`config.mk`:
```
export PLATFORM = sky130hd
export DESIGN_NAME = tcp_header_option_parser_unit
export DESIGN_NICKNAME = d
export VERILOG_FILES = /design/src/hw/rtl/thop_pkg.sv /design/src/hw/rtl/thop_front.sv /design/src/hw/rtl/thop_queue.sv /design/src/hw/rtl/thop_back.sv /design/src/hw/rtl/tcp_header_option_parser_unit.sv
export SDC_FILE = /design/constraint.sdc
export NUM_CORES = 1
export LEC_CHECK = 0
export ABC_AREA = 0
export BUFFER_PORTS_ARGS = -buffer_cell sky130_fd_sc_hd__buf_4
export CAP_MARGIN = 20
export CORE_AREA = 2 2 318 398
export CTS_CLUSTER_DIAMETER = 100
export DETAILED_ROUTE_END_ITERATION = 6
export DIE_AREA = 0 0 320 400
export PLACE_DENSITY = 0.46
export SYNTH_ARGS = -nofsm -noshare
export SYNTH_HDL_FRONTEND = slang
export SYNTH_SLANG_ARGS = --single-unit
```
`constraint.sdc`:
```
create_clock -name clock -period 11.3 [get_ports clock]
set_clock_uncertainty 0.1 [all_clocks]
set_input_delay 0.565 -clock clock [delete_from_list [all_inputs] [get_ports clock]]
set_output_delay 0.565 -clock clock [all_outputs]
set_load 0.005 [all_outputs]
```
`src/hw/rtl/thop_pkg.sv`:
```
package thop_pkg;

   localparam int MaxHeaderBytes = 60;
   localparam int LocalWindowWidth = 30;
   localparam int LocalScaleWidth = 4;
   localparam int CsrDataWidth = 30;
   localparam logic [15:0] DefaultMss = 16'd1460;
   localparam logic [3:0] MaxScale = 4'd14;
   localparam logic [29:0] ResetLocalWindow = 30'd65535;
   localparam int QueueDepth = 2;

   typedef enum logic [1:0] {
      PH_KIND = 2'd0,
      PH_LEN = 2'd1,
      PH_DATA = 2'd2
   } phase_type;

   typedef enum logic {
      CSR_LOCAL_WINDOW_SIZE = 1'b0,
      CSR_LOCAL_WINDOW_SCALE = 1'b1
   } csr_index_type;

   localparam logic [7:0] KIND_EOL = 8'd0;
   localparam logic [7:0] KIND_NOP = 8'd1;
   localparam logic [7:0] KIND_MSS = 8'd2;
   localparam logic [7:0] KIND_WSCALE = 8'd3;
   localparam logic [7:0] KIND_SACK_OK = 8'd4;
   localparam logic [7:0] KIND_SACK = 8'd5;
   localparam logic [7:0] KIND_TSTAMP = 8'd8;

   // One classified byte handed from the front part to the back part.
   typedef struct packed {
      logic [7:0] data;
      logic last;
      logic [31:0] send_next;
      logic [5:0] pos;
   } item_type;

   // Result fields.
   typedef struct packed {
      logic [29:0] send_window;
      logic [15:0] dup_ack_count;
      logic [31:0] latest_ack;
      logic [15:0] peer_mss;
      logic [7:0] send_scale;
      logic sack_allowed;
      logic [31:0] peer_timestamp;
      logic [31:0] echoed_timestamp;
      logic [3:0] recv_scale;
      logic [29:0] recv_window;
      logic parse_error;
   } result_type;

endpackage

```
`src/hw/rtl/thop_front.sv`:
```
// Front part: counts the byte position of each header and tags every byte.
module thop_front (
   input logic clock,
   input logic reset,
   input logic req_valid,
   output logic req_stall,
   input logic [7:0] req_header_byte,
   input logic req_last_byte,
   input logic [31:0] req_send_next,
   output logic q_valid,
   input logic q_ready,
   output thop_pkg::item_type q_item
);

   logic [5:0] pos_ff;
   logic [5:0] pos_in;
   logic take;

   assign req_stall = !q_ready;
   assign take = req_valid && q_ready;
   assign q_valid = req_valid;

   always_comb begin
      q_item.data = req_header_byte;
      q_item.last = req_last_byte;
      q_item.send_next = req_send_next;
      q_item.pos = pos_ff;
   end

   always_comb begin
      pos_in = pos_ff;
      if (take) begin
         if (req_last_byte) begin
            pos_in = 6'd0;
         end else if (pos_ff != 6'd63) begin
            pos_in = pos_ff + 6'd1;
         end
      end
   end

   always_ff @(posedge clock) begin
      if (reset) begin
         pos_ff <= 6'd0;
      end else begin
         pos_ff <= pos_in;
      end
   end

endmodule

```
`src/hw/rtl/thop_queue.sv`:
```
// Small queue between the front and back parts.
module thop_queue #(
   parameter int Depth = thop_pkg::QueueDepth
) (
   input logic clock,
   input logic reset,
   input logic in_valid,
   output logic in_ready,
   input thop_pkg::item_type in_item,
   output logic out_valid,
   input logic out_ready,
   output thop_pkg::item_type out_item
);

   localparam int PtrWidth = (Depth > 1) ? $clog2(Depth) : 1;

   thop_pkg::item_type mem_ff [Depth];
   logic [PtrWidth-1:0] wr_ff, wr_in, rd_ff, rd_in;
   logic [PtrWidth:0] count_ff, count_in;
   logic push, pop;

   assign in_ready = (count_ff != Depth[PtrWidth:0]);
   assign out_valid = (count_ff != '0);
   assign out_item = mem_ff[rd_ff];
   assign push = in_valid && in_ready;
   assign pop = out_valid && out_ready;

   always_comb begin
      wr_in = wr_ff;
      rd_in = rd_ff;
      if (push) begin
         wr_in = (wr_ff == PtrWidth'(Depth - 1)) ? '0 : wr_ff + 1'b1;
      end
      if (pop) begin
         rd_in = (rd_ff == PtrWidth'(Depth - 1)) ? '0 : rd_ff + 1'b1;
      end
      count_in = count_ff + (PtrWidth + 1)'(push) - (PtrWidth + 1)'(pop);
   end

   always_ff @(posedge clock) begin
      if (reset) begin
         wr_ff <= '0;
         rd_ff <= '0;
         count_ff <= '0;
      end else begin
         wr_ff <= wr_in;
         rd_ff <= rd_in;
         count_ff <= count_in;
      end
   end

   always_ff @(posedge clock) begin
      if (push) begin
         mem_ff[wr_ff] <= in_item;
      end
   end

endmodule

```
`src/hw/rtl/thop_back.sv`:
```
// Back part: header field extraction, option walk and result register.
module thop_back #(
   parameter int MaxHeaderBytes = thop_pkg::MaxHeaderBytes
) (
   input logic clock,
   input logic reset,
   input logic q_valid,
   output logic q_ready,
   input thop_pkg::item_type q_item,
   input logic [29:0] local_window_size,
   input logic [3:0] local_window_scale,
   output logic rsp_valid,
   input logic rsp_stall,
   output thop_pkg::result_type rsp_data
);

   localparam logic [6:0] MaxEnd = 7'(MaxHeaderBytes);

   logic [3:0] words_ff, words_in;
   logic ack_flag_ff, ack_flag_in;
   logic [31:0] ack_num_ff, ack_num_in;
   logic [7:0] win_hi_ff, win_hi_in;
   thop_pkg::phase_type phase_ff, phase_in;
   logic [7:0] kind_ff, kind_in;
   logic [7:0] remain_ff, remain_in;
   logic [7:0] olen_ff, olen_in;
   logic [63:0] acc_ff, acc_in;
   logic stopped_ff, stopped_in;
   logic err_ff, err_in;
   logic [29:0] swin_ff, swin_in;
   logic [31:0] lack_ff, lack_in;
   logic [15:0] dup_ff, dup_in;
   logic [15:0] mss_ff, mss_in;
   logic [7:0] sscale_ff, sscale_in;
   logic sack_ff, sack_in;
   logic [31:0] pts_ff, pts_in;
   logic [31:0] ets_ff, ets_in;
   logic [3:0] rscale_ff, rscale_in;
   logic [29:0] rwin_ff, rwin_in;
   logic out_valid_ff, out_valid_in;
   thop_pkg::result_type out_ff, out_in;

   logic take;
   logic [6:0] end_pos, p7, p_next;
   logic [7:0] b;
   logic [8:0] n9;
   logic [7:0] idx;
   logic [63:0] acc_fin;
   logic finish;
   logic [31:0] val;
   logic [3:0] sh;
   logic [15:0] raw_win;

   assign q_ready = !out_valid_ff || !rsp_stall;
   assign take = q_valid && q_ready;
   assign rsp_valid = out_valid_ff;
   assign rsp_data = out_ff;
   assign b = q_item.data;
   assign p7 = {1'b0, q_item.pos};
   assign p_next = (q_item.pos == 6'd63) ? 7'd63 : p7 + 7'd1;

   always_comb begin
      if (words_ff < 4'd5) begin
         end_pos = 7'd20;
      end else begin
         end_pos = {1'b0, words_ff, 2'b00};
      end
      if (end_pos > MaxEnd) begin
         end_pos = MaxEnd;
      end
   end

   // Value of the first min(n,4) data bytes, big-endian.
   function automatic logic [31:0] opt_value(input logic [63:0] acc, input logic [7:0] n);
      logic [31:0] hi;
      hi = acc[63:32];
      if (n == 8'd0) begin
         opt_value = 32'd0;
      end else if (n == 8'd1) begin
         opt_value = {24'd0, hi[31:24]};
      end else if (n == 8'd2) begin
         opt_value = {16'd0, hi[31:16]};
      end else if (n == 8'd3) begin
         opt_value = {8'd0, hi[31:8]};
      end else begin
         opt_value = hi;
      end
   endfunction

   always_comb begin
      words_in = words_ff;
      ack_flag_in = ack_flag_ff;
      ack_num_in = ack_num_ff;
      win_hi_in = win_hi_ff;
      phase_in = phase_ff;
      kind_in = kind_ff;
      remain_in = remain_ff;
      olen_in = olen_ff;
      acc_in = acc_ff;
      stopped_in = stopped_ff;
      err_in = err_ff;
      swin_in = swin_ff;
      lack_in = lack_ff;
      dup_in = dup_ff;
      mss_in = mss_ff;
      sscale_in = sscale_ff;
      sack_in = sack_ff;
      pts_in = pts_ff;
      ets_in = ets_ff;
      rscale_in = rscale_ff;
      rwin_in = rwin_ff;
      out_valid_in = out_valid_ff && rsp_stall;
      out_in = out_ff;
      n9 = 9'd0;
      idx = 8'd0;
      acc_fin = acc_ff;
      finish = 1'b0;
      val = 32'd0;
      sh = 4'd0;
      raw_win = 16'd0;

      if (take) begin
         if (p7 < 7'd20) begin
            if (p7 >= 7'd4 && p7 <= 7'd7) begin
               ack_num_in = {ack_num_ff[23:0], b};
            end else if (p7 == 7'd12) begin
               words_in = b[7:4];
            end else if (p7 == 7'd13) begin
               ack_flag_in = b[4];
               if (b[4]) begin
                  if (lack_ff == ack_num_ff && q_item.send_next != ack_num_ff) begin
                     if (dup_ff != 16'hFFFF) begin
                        dup_in = dup_ff + 16'd1;
                     end
                  end else begin
                     dup_in = 16'd0;
                  end
                  lack_in = ack_num_ff;
               end
            end else if (p7 == 7'd14) begin
               win_hi_in = b;
            end else if (p7 == 7'd15) begin
               raw_win = {win_hi_ff, b};
               sh = (sscale_ff > 8'd14) ? thop_pkg::MaxScale : sscale_ff[3:0];
               swin_in = 30'({14'd0, raw_win} << sh);
            end
         end else if (p7 < end_pos && !stopped_ff) begin
            unique case (phase_ff)
               thop_pkg::PH_KIND: begin
                  kind_in = b;
                  if (b == thop_pkg::KIND_EOL) begin
                     stopped_in = 1'b1;
                  end else if (b == thop_pkg::KIND_NOP) begin
                     phase_in = thop_pkg::PH_KIND;
                  end else if (p7 + 7'd1 >= end_pos) begin
                     stopped_in = 1'b1;
                     err_in = 1'b1;
                  end else begin
                     phase_in = thop_pkg::PH_LEN;
                  end
               end
               thop_pkg::PH_LEN: begin
                  n9 = {1'b0, b} - 9'd2;
                  if (b < 8'd2) begin
                     stopped_in = 1'b1;
                     err_in = 1'b1;
                  end else if ({2'b0, p7} + 9'd1 + n9 > {2'b0, end_pos}) begin
                     stopped_in = 1'b1;
                     err_in = 1'b1;
                  end else begin
                     olen_in = n9[7:0];
                     remain_in = n9[7:0];
                     acc_in = 64'd0;
                     acc_fin = 64'd0;
                     if (n9 == 9'd0) begin
                        finish = 1'b1;
                     end else begin
                        phase_in = thop_pkg::PH_DATA;
                     end
                  end
               end
               default: begin
                  idx = olen_ff - remain_ff;
                  if (idx < 8'd8) begin
                     acc_fin = acc_ff | ({56'd0, b} << (6'd56 - {idx[2:0], 3'b000}));
                  end
                  acc_in = acc_fin;
                  remain_in = remain_ff - 8'd1;
                  if (remain_ff == 8'd1) begin
                     finish = 1'b1;
                  end
               end
            endcase
            if (finish) begin
               phase_in = thop_pkg::PH_KIND;
               val = opt_value(acc_fin, olen_in);
               priority if (kind_ff == thop_pkg::KIND_MSS) begin
                  if (val != 32'd0 && val < {16'd0, mss_ff}) begin
                     mss_in = val[15:0];
                  end
               end else if (kind_ff == thop_pkg::KIND_WSCALE) begin
                  sscale_in = val[7:0];
                  rscale_in = (local_window_scale > thop_pkg::MaxScale) ?
                     thop_pkg::MaxScale : local_window_scale;
                  rwin_in = local_window_size;
               end else if (kind_ff == thop_pkg::KIND_SACK_OK) begin
                  sack_in = 1'b1;
               end else if (kind_ff == thop_pkg::KIND_SACK) begin
                  sack_in = sack_ff;
               end else if (kind_ff == thop_pkg::KIND_TSTAMP) begin
                  pts_in = acc_fin[63:32];
                  if (ack_flag_ff) begin
                     ets_in = acc_fin[31:0];
                  end
               end else begin
                  stopped_in = 1'b1;
                  err_in = 1'b1;
               end
            end
         end

         if (q_item.last) begin
            out_valid_in = 1'b1;
            out_in.send_window = swin_in;
            out_in.dup_ack_count = dup_in;
            out_in.latest_ack = lack_in;
            out_in.peer_mss = mss_in;
            out_in.send_scale = sscale_in;
            out_in.sack_allowed = sack_in;
            out_in.peer_timestamp = pts_in;
            out_in.echoed_timestamp = ets_in;
            out_in.recv_scale = rscale_in;
            out_in.recv_window = rwin_in;
            out_in.parse_error = err_in || (!stopped_in && p_next < end_pos);
            words_in = 4'd0;
            ack_flag_in = 1'b0;
            ack_num_in = 32'd0;
            win_hi_in = 8'd0;
            phase_in = thop_pkg::PH_KIND;
            kind_in = 8'd0;
            remain_in = 8'd0;
            olen_in = 8'd0;
            acc_in = 64'd0;
            stopped_in = 1'b0;
            err_in = 1'b0;
         end
      end
   end

   always_ff @(posedge clock) begin
      if (reset) begin
         words_ff <= 4'd0;
         ack_flag_ff <= 1'b0;
         ack_num_ff <= 32'd0;
         win_hi_ff <= 8'd0;
         phase_ff <= thop_pkg::PH_KIND;
         kind_ff <= 8'd0;
         remain_ff <= 8'd0;
         olen_ff <= 8'd0;
         acc_ff <= 64'd0;
         stopped_ff <= 1'b0;
         err_ff <= 1'b0;
         swin_ff <= 30'd0;
         lack_ff <= 32'd0;
         dup_ff <= 16'd0;
         mss_ff <= thop_pkg::DefaultMss;
         sscale_ff <= 8'd0;
         sack_ff <= 1'b0;
         pts_ff <= 32'd0;
         ets_ff <= 32'd0;
         rscale_ff <= 4'd0;
         rwin_ff <= 30'd1460;
         out_valid_ff <= 1'b0;
      end else begin
         words_ff <= words_in;
         ack_flag_ff <= ack_flag_in;
         ack_num_ff <= ack_num_in;
         win_hi_ff <= win_hi_in;
         phase_ff <= phase_in;
         kind_ff <= kind_in;
         remain_ff <= remain_in;
         olen_ff <= olen_in;
         acc_ff <= acc_in;
         stopped_ff <= stopped_in;
         err_ff <= err_in;
         swin_ff <= swin_in;
         lack_ff <= lack_in;
         dup_ff <= dup_in;
         mss_ff <= mss_in;
         sscale_ff <= sscale_in;
         sack_ff <= sack_in;
         pts_ff <= pts_in;
         ets_ff <= ets_in;
         rscale_ff <= rscale_in;
         rwin_ff <= rwin_in;
         out_valid_ff <= out_valid_in;
      end
   end

   always_ff @(posedge clock) begin
      out_ff <= out_in;
   end

endmodule

```
`src/hw/rtl/tcp_header_option_parser_unit.sv`:
```
// Channel   Direction  Transfer when            Carries
// req_*     in         req_valid && !req_stall  one header byte, end mark, send-next
// rsp_*     out        rsp_valid && !rsp_stall  parse result, one per header
// csr_*     in         csr_write_enable         local window size and scale
//
// One header byte is taken in every cycle unless req_stall holds it; the option
// walker in the back part sets that rate. The last byte of a header passes
// through the queue, and the back part registers the result of the header on
// the edge at which it takes that byte.
// Reset is synchronous and active high and clears all parse and peer state.
// A stalled result is held in its register while the queue keeps absorbing
// bytes; the request side stalls only once the two-entry queue is full.
module tcp_header_option_parser_unit #(
   parameter int MaxHeaderBytes = thop_pkg::MaxHeaderBytes,
   parameter int QueueDepth = thop_pkg::QueueDepth
) (
   input logic clock,
   input logic reset,
   input logic req_valid,
   output logic req_stall,
   input logic [7:0] req_header_byte,
   input logic req_last_byte,
   input logic [31:0] req_send_next,
   output logic rsp_valid,
   input logic rsp_stall,
   output logic [29:0] rsp_send_window,
   output logic [15:0] rsp_dup_ack_count,
   output logic [31:0] rsp_last_ack,
   output logic [15:0] rsp_peer_mss,
   output logic [7:0] rsp_send_scale,
   output logic rsp_sack_allowed,
   output logic [31:0] rsp_peer_timestamp,
   output logic [31:0] rsp_echoed_timestamp,
   output logic [3:0] rsp_recv_scale,
   output logic [29:0] rsp_recv_window,
   output logic rsp_parse_error,
   input logic csr_write_enable,
   input logic csr_index,
   input logic [thop_pkg::CsrDataWidth-1:0] csr_write_data
);

   logic [29:0] lwin_ff;
   logic [3:0] lscale_ff;

   // Configuration registers: user must write only while block is idle; unchecked.
   always_ff @(posedge clock) begin
      if (reset) begin
         lwin_ff <= thop_pkg::ResetLocalWindow;
         lscale_ff <= 4'd0;
      end else if (csr_write_enable) begin
         unique case (thop_pkg::csr_index_type'(csr_index))
            thop_pkg::CSR_LOCAL_WINDOW_SIZE: lwin_ff <= csr_write_data[29:0];
            thop_pkg::CSR_LOCAL_WINDOW_SCALE: lscale_ff <= csr_write_data[3:0];
            default: lwin_ff <= lwin_ff;
         endcase
      end
   end

   logic f_valid, f_ready, b_valid, b_ready;
   thop_pkg::item_type f_item, b_item;
   thop_pkg::result_type res;

   thop_front u_front (
      .clock(clock), .reset(reset),
      .req_valid(req_valid), .req_stall(req_stall),
      .req_header_byte(req_header_byte), .req_last_byte(req_last_byte),
      .req_send_next(req_send_next),
      .q_valid(f_valid), .q_ready(f_ready), .q_item(f_item)
   );

   thop_queue #(.Depth(QueueDepth)) u_queue (
      .clock(clock), .reset(reset),
      .in_valid(f_valid), .in_ready(f_ready), .in_item(f_item),
      .out_valid(b_valid), .out_ready(b_ready), .out_item(b_item)
   );

   thop_back #(.MaxHeaderBytes(MaxHeaderBytes)) u_back (
      .clock(clock), .reset(reset),
      .q_valid(b_valid), .q_ready(b_ready), .q_item(b_item),
      .local_window_size(lwin_ff), .local_window_scale(lscale_ff),
      .rsp_valid(rsp_valid), .rsp_stall(rsp_stall), .rsp_data(res)
   );

   assign rsp_send_window = res.send_window;
   assign rsp_dup_ack_count = res.dup_ack_count;
   assign rsp_last_ack = res.latest_ack;
   assign rsp_peer_mss = res.peer_mss;
   assign rsp_send_scale = res.send_scale;
   assign rsp_sack_allowed = res.sack_allowed;
   assign rsp_peer_timestamp = res.peer_timestamp;
   assign rsp_echoed_timestamp = res.echoed_timestamp;
   assign rsp_recv_scale = res.recv_scale;
   assign rsp_recv_window = res.recv_window;
   assign rsp_parse_error = res.parse_error;

endmodule

```
==> run_results.csv, run 1 <==
group,metric,value,unit
placed_design,place_area,0.0346,mm2
cts,path_clk_slew,60,ps
logic_synthesis,async_flop_share,0,%
global_routing,grt_max_degree,104,
hold_path,hold_path.class,"input pin to register",
cells_and_area,syn_to_final_growth,23.5,%
logic_synthesis,ys_types,85,
worst_setup_path,crit_top_cell,"ha_1",
worst_setup_path,path_max_fanout,63,
worst_setup_path,critical-path-slowest-cell,"dfxtp_4",
hold_path,holdCritStartpoint,"req_header_byte[1]",
worst_setup_path,slowest_delay,990,ps
cells_and_area,final_util,30.6,%
global_routing,grt_antenna_before_repair,7,
worst_setup_path,criticalPathCategory,"register to register",
logic_synthesis,syn_avg_cell_area,9.79,um2
detailed_routing,drtIter0Drc,2030,
power_and_ir_drop,pwr-share-clk,31.4,%
status,status,"finished, final reports clean",
power_and_ir_drop,switching_share,34.8,%
cts,cts_buffer_depth,3,
sta,finalCriticalPeriod,9600,ps
worst_setup_path,crit_required,11620,ps
detailed_routing,drt.antenna.violating_nets,0,
detailed_routing,drc,0,
global_routing,grt-ovfl-total,0,
sta,setup_viol,0,
worst_setup_path,crit_path_end_kind,"register",
cells_and_area,fin_area,0.0381,mm2
power_and_ir_drop,p_seq_share,38.7,%
sta,rsz0062_at_grt,"no",
placed_design,io_buffers,280,
logic_synthesis,synth_top_area_share,28.8,%
detailed_routing,avgViaCountPerCell,4.77,
sta,slew_violations,0,
power_and_ir_drop,pwr_density_cell,225,mW/mm2
floorplan,row_count,145,
cts,ctsHoldBuffers,70,
floorplan,core,0.124,mm2
cts,insertion_delay,690,ps
sta,period_share,84.9,%
sta,finalSetupTns,0,ps
sta,hold_viol,0,
cts,htreeDepth,3,
global_routing,grt_usage,15.4,%
logic_synthesis,yosysMostFrequentCell,"nand2_1",
logic_synthesis,syn_nets,3285,
job,drv_cap,0,
floorplan,die_w,320,um
power_and_ir_drop,power_frac_comb,29.9,%
logic_synthesis,synth_top_area_cell,"edfxtp_1",
logic_synthesis,yosys_warnings,0,
worst_setup_path,start_kind,"register",
cts,clock-sinks,680,
logic_synthesis,synth.cell_area,0.0309,mm2
sta,max_slew.worst_pin.slew,1110,ps
floorplan,die_area,0.128,mm2
cts,cts_root_buf,"clkbuf_16",
power_and_ir_drop,p_leak,14.0,nW
floorplan,pin_count,281,
worst_setup_path,critPathArrivalTime,9920,ps
logic_synthesis,postSynthCellCount,3152,
power_and_ir_drop,p_sw,2.99,mW
cts,post_cts_buffers,0,
detailed_routing,routed_wl,102000,um
cts,cts-buffers-inserted,80,
logic_synthesis,yosys_register_bits,680,
detailed_routing,dr.pass1.iters,7,
logic_synthesis,synth-seq-area-share,53.7,%
placed_design,place_hpwl,69200,um
logic_synthesis,synth.area.top_cells,"edfxtp_1 29%, dfxtp_1 25%, nand2_1 5.4%",
cts,cts_tree,"built",
cells_and_area,drive_above_1_share,18.6,%
logic_synthesis,synth_flop_cell,"dfxtp_1",
sta,fmax,0.104,GHz
global_routing,grt_pass1_vias,23800,
floorplan,start_util,24.8,%
floorplan,die_h,400,um
cells_and_area,n_fill_cell,12900,
sta,max_slew_margin,23.7,%
cts,postCtsResizedCells,0,
power_and_ir_drop,power.internal,5.60,mW
placed_design,place_congestion,0.885,
detailed_routing,vias,24400,
cells_and_area,final_nets,3563,
detailed_routing,wire_per_inst,19.9,um
logic_synthesis,yosys-top-cells-count,"441 x nand2_1, 399 x nor2_1, 384 x dfxtp_1",
global_routing,grt_pass1_wl,151000,um
power_and_ir_drop,ir_worst_vdd,0.000119,V
logic_synthesis,synth-edff-count,296,
-- area by class of cell --
class	count	area, um2	share of cell area [%]
Clock buffer	106	2220	5.82
Antenna cell	2	5.00	0.0131
Clock inverter	44	568	1.49
Sequential cell	680	16600	43.5
Tap cell	1617	2020	5.31
Inverter	52	208	0.545
Multi-Input combinational cell	2214	13300	34.9
Timing Repair Buffer	402	3220	8.45
-- layer usage --
metal	vias up	global-route usage, %	routed length (um)
li1	11800	-	-
met1	11800	18.6	42600
met2	663	27.0	51000
met3	189	2.21	4180
met4	4	6.94	3880
met5	-	0	16
-- power groups by stage --
stage	sequential, mW	clock (mW)	combinational (mW)
3_5_place_dp	3.38	0	2.57
4_1_cts	3.33	2.80	2.61
3_3_place_gp	3.38	0	2.57
6_report	3.32	2.70	2.56
2_1_floorplan	3.32	0	1.56
5_1_grt	3.37	2.89	2.83
-- cells by family after synthesis --
kind of cell             synth area share [%]
AO/OA/AOI/OAI                            13.9
buffers and inverters                    3.32
multiplexers                             7.13
XOR/XNOR                                 2.93
AND/OR/NAND/NOR                          16.7
flip-flops                               53.7
adder cells (fa/ha/maj)                  2.32
-- registers in the layout, indices dropped and copies added (netlist names), 6 cells and up, named ones only --
signal and flops:
u_front.pos_ff 6, u_back.lack_ff 32, u_back.rwin_ff 30, u_back.ack_num_ff 32, u_back.mss_ff 16, u_queue.mem_ff 94
u_back.win_hi_ff 8, u_back.remain_ff 8, lwin_ff 30, u_back.sscale_ff 8, u_back.ets_ff 32, u_back.pts_ff 32
u_back.rsp_data 202, u_back.olen_ff 8, u_back.swin_ff 30, u_back.dup_ff 16, u_back.acc_ff 64, u_back.kind_ff 8
-- final timing paths --
check / endpoint / slack (ps) / cells after the start
worst min register to register: u_back.ets_ff[30] / 350 / 2
worst min-delay path: u_queue.mem_ff[0][40] / 40 / 1
worst max-delay path: u_back.rsp_data[120] / 1700 / 28
worst max register to register: u_back.rsp_data[120] / 1700 / 28
-- cell usage in the layout (no fill, tap or decap), drive strengths merged, types with 58 or more instances in the layout --
cell type and n:
nand2 441, nor2 399, dfxtp 384, buf 332
edfxtp 296, a21oi 283, mux2 127, o21ai 124
clkbuf 106, xnor2 89, nor3 78, nand3 76
mux2i 72, dlygate4sd3 70, inv 58
-- critical path, delay by kind of cell, from the launching register on --
kind	cells	cell delay, ps
AND/OR/NAND/NOR	4	1590
buffers and inverters	2	310
flip-flops	1	990
multiplexers	3	1630
adder cells (fa/ha/maj)	4	1310
XOR/XNOR	2	410
AO/OA/AOI/OAI	13	2990
-- through the flow --
stage | power [mW] | std cells | hold WS [ps] | setup slack, ps
final | 8.59 | 5117 | 37.0 | 1700
after global routing | 9.08 | 5117 | 23.9 | 916
after CTS | 8.74 | 5113 | 5.53 | 1640
after detailed placement | 5.95 | 4893 | 343 | 1640
after global placement | 5.94 | 4893 | 338 | 1820
after floorplan | 4.89 | 3152 | 332 | 2740
(Power assumes the default switching activity.)
==> inputs of run 2 (changes only) <==
clock period = 9.05 ns   (was 11.3 ns; I/O delays follow)
==> run_results.csv, run 2 (synthesis results as in run 1) <==
group,metric,value,unit
sta,setup_viol,0,
worst_setup_path,critPathArrivalTime,8490,ps
sta,period_share,90.4,%
worst_setup_path,r2r_end,"u_back.rsp_data[117]",
detailed_routing,drtIter0Drc,1850,
worst_setup_path,start_kind,"register",
cells_and_area,final_nets,3571,
placed_design,io_buffers,280,
cts,cts_buffer_depth,3,
power_and_ir_drop,pwr_density_cell,279,mW/mm2
cts,cts_root_buf,"clkbuf_16",
cells_and_area,fin_cells,5121,
global_routing,grt_pass1_vias,23900,
power_and_ir_drop,p_leak,14.0,nW
hold_path,holdCritStartpoint,"reset",
global_routing,grt_max_degree,116,
cells_and_area,final_common_cell,"nand2_1",
hold_path,min_to,"u_front.pos_ff[0]",
sta,finalCriticalPeriod,8180,ps
sta,hold_viol,0,
sta,fmax,0.122,GHz
floorplan,die_area,0.128,mm2
detailed_routing,dr.pass1.iters,7,
hold_path,hold_path.class,"input pin to register",
cts,insertion_delay,680,ps
cells_and_area,drive_above_1_share,18.5,%
global_routing,grt_usage,15.5,%
cells_and_area,largest_reg_flops,202,
placed_design,place_congestion,0.878,
cts,post_cts_buffers,0,
detailed_routing,wire_per_inst,20.0,um
worst_setup_path,r2r_slack,870,ps
floorplan,row_count,145,
cts,clock-sinks,680,
worst_setup_path,reg2reg_depth,30,
floorplan,die_h,400,um
cells_and_area,fin_area,0.0381,mm2
sta,slew_violations,0,
cts,cts-buffers-inserted,78,
sta,max_slew_margin,25.5,%
sta,rsz0062_at_grt,"no",
job,drv_cap,0,
detailed_routing,avgViaCountPerCell,4.73,
worst_setup_path,crit_top_cell,"ha_1",
worst_setup_path,path_max_fanout,31,
placed_design,place_hpwl,69300,um
power_and_ir_drop,ir_worst_vdd,0.000161,V
worst_setup_path,slowest_delay,670,ps
detailed_routing,vias,24200,
worst_setup_path,crit_required,9360,ps
cells_and_area,syn_to_final_growth,23.4,%
floorplan,die_w,320,um
global_routing,grt_antenna_before_repair,4,
cells_and_area,most-common-layout-cells,"441 x nand2_1, 397 x nor2_1, 383 x dfxtp_1",
detailed_routing,drc,0,
floorplan,core,0.124,mm2
sta,finalSetupTns,0,ps
detailed_routing,routed_wl,102000,um
placed_design,dp.cells,4898,
floorplan,pin_count,281,
worst_setup_path,crit_path_end_kind,"register",
floorplan,start_util,24.8,%
sta,max_slew.worst_pin.slew,1120,ps
cts,htreeDepth,3,
global_routing,grt_pass1_wl,152000,um
worst_setup_path,criticalPathCategory,"register to register",
global_routing,grt-ovfl-total,0,
detailed_routing,drt.antenna.violating_nets,0,
worst_setup_path,critical-path-slowest-cell,"or4_4",
cells_and_area,final_util,30.6,%
cts,cts_tree,"built",
hold_path,worst_hold_path.num_cells,2,
placed_design,place_area,0.0347,mm2
status,status,"finished, final reports clean",
cts,path_clk_slew,60,ps
power_and_ir_drop,total_power,10.6,mW
-- run 2: cell count changes in the layout (fill, tap and decap cells not counted), moves of 2 or more --
cell | before | now
buf_4 | 330 | 333
bufinv_16 | 7 | 3
clkbuf_1 | 14 | 24
clkbuf_16 | 80 | 82
clkinv_16 | 5 | 3
clkinv_2 | 14 | 11
clkinv_4 | 4 | 1
clkinv_8 | 1 | 3
dlygate4sd3_1 | 70 | 75
inv_6 | 7 | 1
-- run 2: metal layers --
metal  part of all wire (%)  up-vias  track usage [%]
li1                       -    11800                -
met1                     43    11700             19.0
met2                     50      567             27.3
met3                    4.0      167             2.32
met4                    3.3        6             6.10
met5                  0.041        -                0
-- run 2: worst max path at each step --
stage | start | end | slack, ps | depth (start not counted)
final | register | u_back.rsp_data[117] | 870 | 30
after global routing | register | u_back.mss_ff[5] | 250 | 30
after CTS | register | u_back.rsp_data[117] | 490 | 29
after detailed placement | register | u_back.rsp_data[118] | 500 | 29
after global placement | register | u_back.rsp_data[120] | 550 | 30
after floorplan | register | u_back.rsp_data[108] | 490 | 38
-- run 2: critical path: cells and delay by family (launching register included) --
family          cells  cell delay (ps)
compound gates     12             2570
flops               1              610
buf+inv             2              490
simple gates        8             1750
fa+ha+maj           4             1160
mux                 2              770
xor+xnor            2              460
-- run 2: cell type report --
| class | instances | area, um2 |
|---|---|---|
| fillers | 12900 | 86400 |
| flip-flops and latches | 680 | 16600 |
| multi-input cells | 2214 | 13300 |
| repair buffers | 412 | 3320 |
| clock buffers | 117 | 2290 |
| well taps | 1617 | 2020 |
| clock inverters | 28 | 329 |
| inverters | 52 | 208 |
| diodes | 1 | 2.50 |
-- run 2: timing repair --
action | CTS | global route
hold buffers | 75 | 0
gates resized for setup | 0 | 4
endpoints found under the setup margin | 0 | 16
hold endpoints to repair | 119 | 0
-- run 2: power by group --
| part | total [mW] | internal (mW) | switching [mW] |
|---|---|---|---|
| logic | 3.26 | 1.21 | 2.05 |
| clock network | 3.23 | 1.86 | 1.37 |
| registers | 4.12 | 3.83 | 0.289 |
| total | 10.6 | 6.90 | 3.71 |
-- run 2: per-stage QoR --
step | setup slack, ps | hold slack (ps)
5_1_grt | 250 | 52.6
4_1_cts | 492 | 5.52
3_3_place_gp | 548 | 338
3_5_place_dp | 503 | 343
2_1_floorplan | 487 | 332
6_report | 869 | 54.5
==> inputs of run 3 (changes only) <==
PLACE_DENSITY = 0.47   (was 0.46)
clock period = 6.8 ns   (was 9.05 ns; I/O delays follow)
==> run_results.csv, run 3 (synthesis results as in run 1) <==
group,metric,value,unit
status,status,"finished with violations",
status,violations,"design-rule violations",
cts,path_clk_slew,60,ps
worst_setup_path,reg2reg_depth,31,
global_routing,grt_usage,15.5,%
cts,cts_buffer_depth,3,
detailed_routing,avgViaCountPerCell,4.73,
placed_design,place_hpwl,69900,um
hold_path,worst_hold_path.num_cells,4,
cells_and_area,final_nets,3719,
cells_and_area,fin_cells,5269,
hold_path,hold_path.class,"input pin to register",
floorplan,die_w,320,um
worst_setup_path,crit_required,7120,ps
job,drv_cap,0,
hold_path,min_to,"u_front.pos_ff[4]",
detailed_routing,drc,4,
worst_setup_path,r2r_slack,20,ps
detailed_routing,vias,24900,
placed_design,io_buffers,280,
placed_design,dp.cells,5005,
placed_design,place_congestion,0.901,
sta,finalWorstSetupSlack,20.0,ps
global_routing,grt_max_degree,119,
cts,insertion_delay,680,ps
cells_and_area,final_util,32.0,%
detailed_routing,dr.pass1.iters,7,
sta,rsz0062_at_grt,"yes",
floorplan,start_util,24.8,%
cells_and_area,final_common_cell,"buf_4",
global_routing,grt_antenna_before_repair,4,
cts,cts_root_buf,"clkbuf_16",
sta,finalCriticalPeriod,6780,ps
power_and_ir_drop,p_sw,5.10,mW
floorplan,core,0.124,mm2
worst_setup_path,crit_path_end_kind,"register",
power_and_ir_drop,p_leak,14.9,nW
cts,htreeDepth,3,
cts,clock-sinks,680,
worst_setup_path,path_max_fanout,7,
power_and_ir_drop,p_seq_share,36.7,%
cells_and_area,largest_reg_flops,202,
sta,finalSetupTns,0,ps
power_and_ir_drop,pwr-share-clk,29.9,%
detailed_routing,routed_wl,102000,um
floorplan,die_h,400,um
sta,max_slew_margin,27.5,%
floorplan,row_count,145,
cells_and_area,syn_to_final_growth,29.1,%
power_and_ir_drop,switching_share,34.3,%
detailed_routing,wire_per_inst,19.4,um
sta,fmax,0.147,GHz
sta,slew_violations,0,
power_and_ir_drop,power_frac_comb,33.4,%
worst_setup_path,start_kind,"register",
cts,cts-buffers-inserted,77,
worst_setup_path,critical-path-slowest-cell,"or4_4",
worst_setup_path,criticalPathCategory,"register to register",
cells_and_area,drive_above_1_share,23.2,%
worst_setup_path,r2r_end,"u_back.rsp_data[118]",
cts,cts_tree,"built",
sta,hold_viol,0,
placed_design,place_ws,-288,ps
global_routing,grt_pass1_wl,152000,um
cells_and_area,most-common-layout-cells,"458 x buf_4, 438 x nand2_1, 396 x nor2_1",
detailed_routing,drtIter0Drc,1693,
power_and_ir_drop,ir_worst_vdd,0.000188,V
power_and_ir_drop,power.internal,9.77,mW
global_routing,grt-ovfl-total,0,
power_and_ir_drop,pwr_density_cell,373,mW/mm2
sta,max_slew.worst_pin.slew,1080,ps
sta,setup_viol,0,
hold_path,holdCritStartpoint,"req_valid",
floorplan,pin_count,281,
global_routing,grt_pass1_vias,24400,
worst_setup_path,critPathArrivalTime,7100,ps
sta,period_share,99.7,%
worst_setup_path,slowest_delay,500,ps
detailed_routing,drt.antenna.violating_nets,0,
floorplan,die_area,0.128,mm2
run 3: cell types whose count changed in the layout (fill, tap and decap cells not counted), moves of 6 or more:
cell           change
o21ai_1            +8
bufinv_16          +7
mux2_4             +8
o21ai_0           -11
dlygate4sd3_1     +11
a21oi_1            -6
ha_1               -9
mux2_1             -6
buf_4            +125
ha_4               +8
clkbuf_1           -6
run 3: area by class of cell:
type,instances,area [um2]
Clock inverter,36,547
Timing Repair Buffer,560,4550
Fill cell,12800,84600
Clock buffer,107,2160
Antenna cell,2,5.00
Inverter,52,213
Sequential cell,680,16600
Multi-Input combinational cell,2215,13800
Tap cell,1617,2020
run 3: routing by layer:
layer  routed length [um]  track usage (%)  up-vias  part of all wire, %
li1                     -                -    12100                    -
met1                43500             18.9    12100                   43
met2                51100             27.2      526                   50
met3                 3850             2.35      178                  3.8
met4                 3570             6.37        6                  3.5
met5                   48                0        -                0.047
run 3: metrics by stage:
stage / hold WS [ps] / power [mW] / instance area [um2]
floorplan: 332 / 8.27 / 31200
global placement: 338 / 10.2 / 35700
detailed placement: 343 / 10.3 / 35700
CTS: 3.39 / 15.0 / 39600
global route: 44.7 / 15.7 / 39900
finish: 62.7 / 14.9 / 39900
run 3: worst max-delay path: cells and delay by family, from the launching register on:
kind	cells	cell delay, ps
compound gates	13	2460
simple gates	4	1000
fa+ha+maj	4	960
buf+inv	6	740
mux	2	610
flops	1	390
xor+xnor	2	270
run 3: repair_timing:
item	4_1_cts	5_1_grt
resized for setup	37	28
setup endpoints to repair	27	32
gates cloned	2	1
endpoints found under the hold margin	152	0
setup buffers	20	9
pin swaps	33	17
hold buffers	86	0
run 3: power by group through the flow:
stage | Sequential, mW | Clock [mW] | Combinational [mW]
after floorplan | 5.52 | 0 | 2.74
after global placement | 5.56 | 0 | 4.69
after detailed placement | 5.56 | 0 | 4.70
after CTS | 5.47 | 4.58 | 4.92
after global routing | 5.53 | 4.73 | 5.45
final | 5.46 | 4.44 | 4.97
run 3: worst max path at each step:
| stage | slack [ps] | to | cells past startpoint | from |
|---|---|---|---|---|
| global placement | -160 | u_back.rsp_data[122] | 32 | register |
| global route | -310 | u_back.rsp_data[118] | 31 | register |
| finish | 20 | u_back.rsp_data[118] | 31 | register |
| CTS | 4 | u_back.rsp_data[118] | 30 | register |
| detailed placement | -290 | u_back.rsp_data[122] | 32 | register |
| floorplan | -490 | u_back.rsp_data[108] | 38 | register |
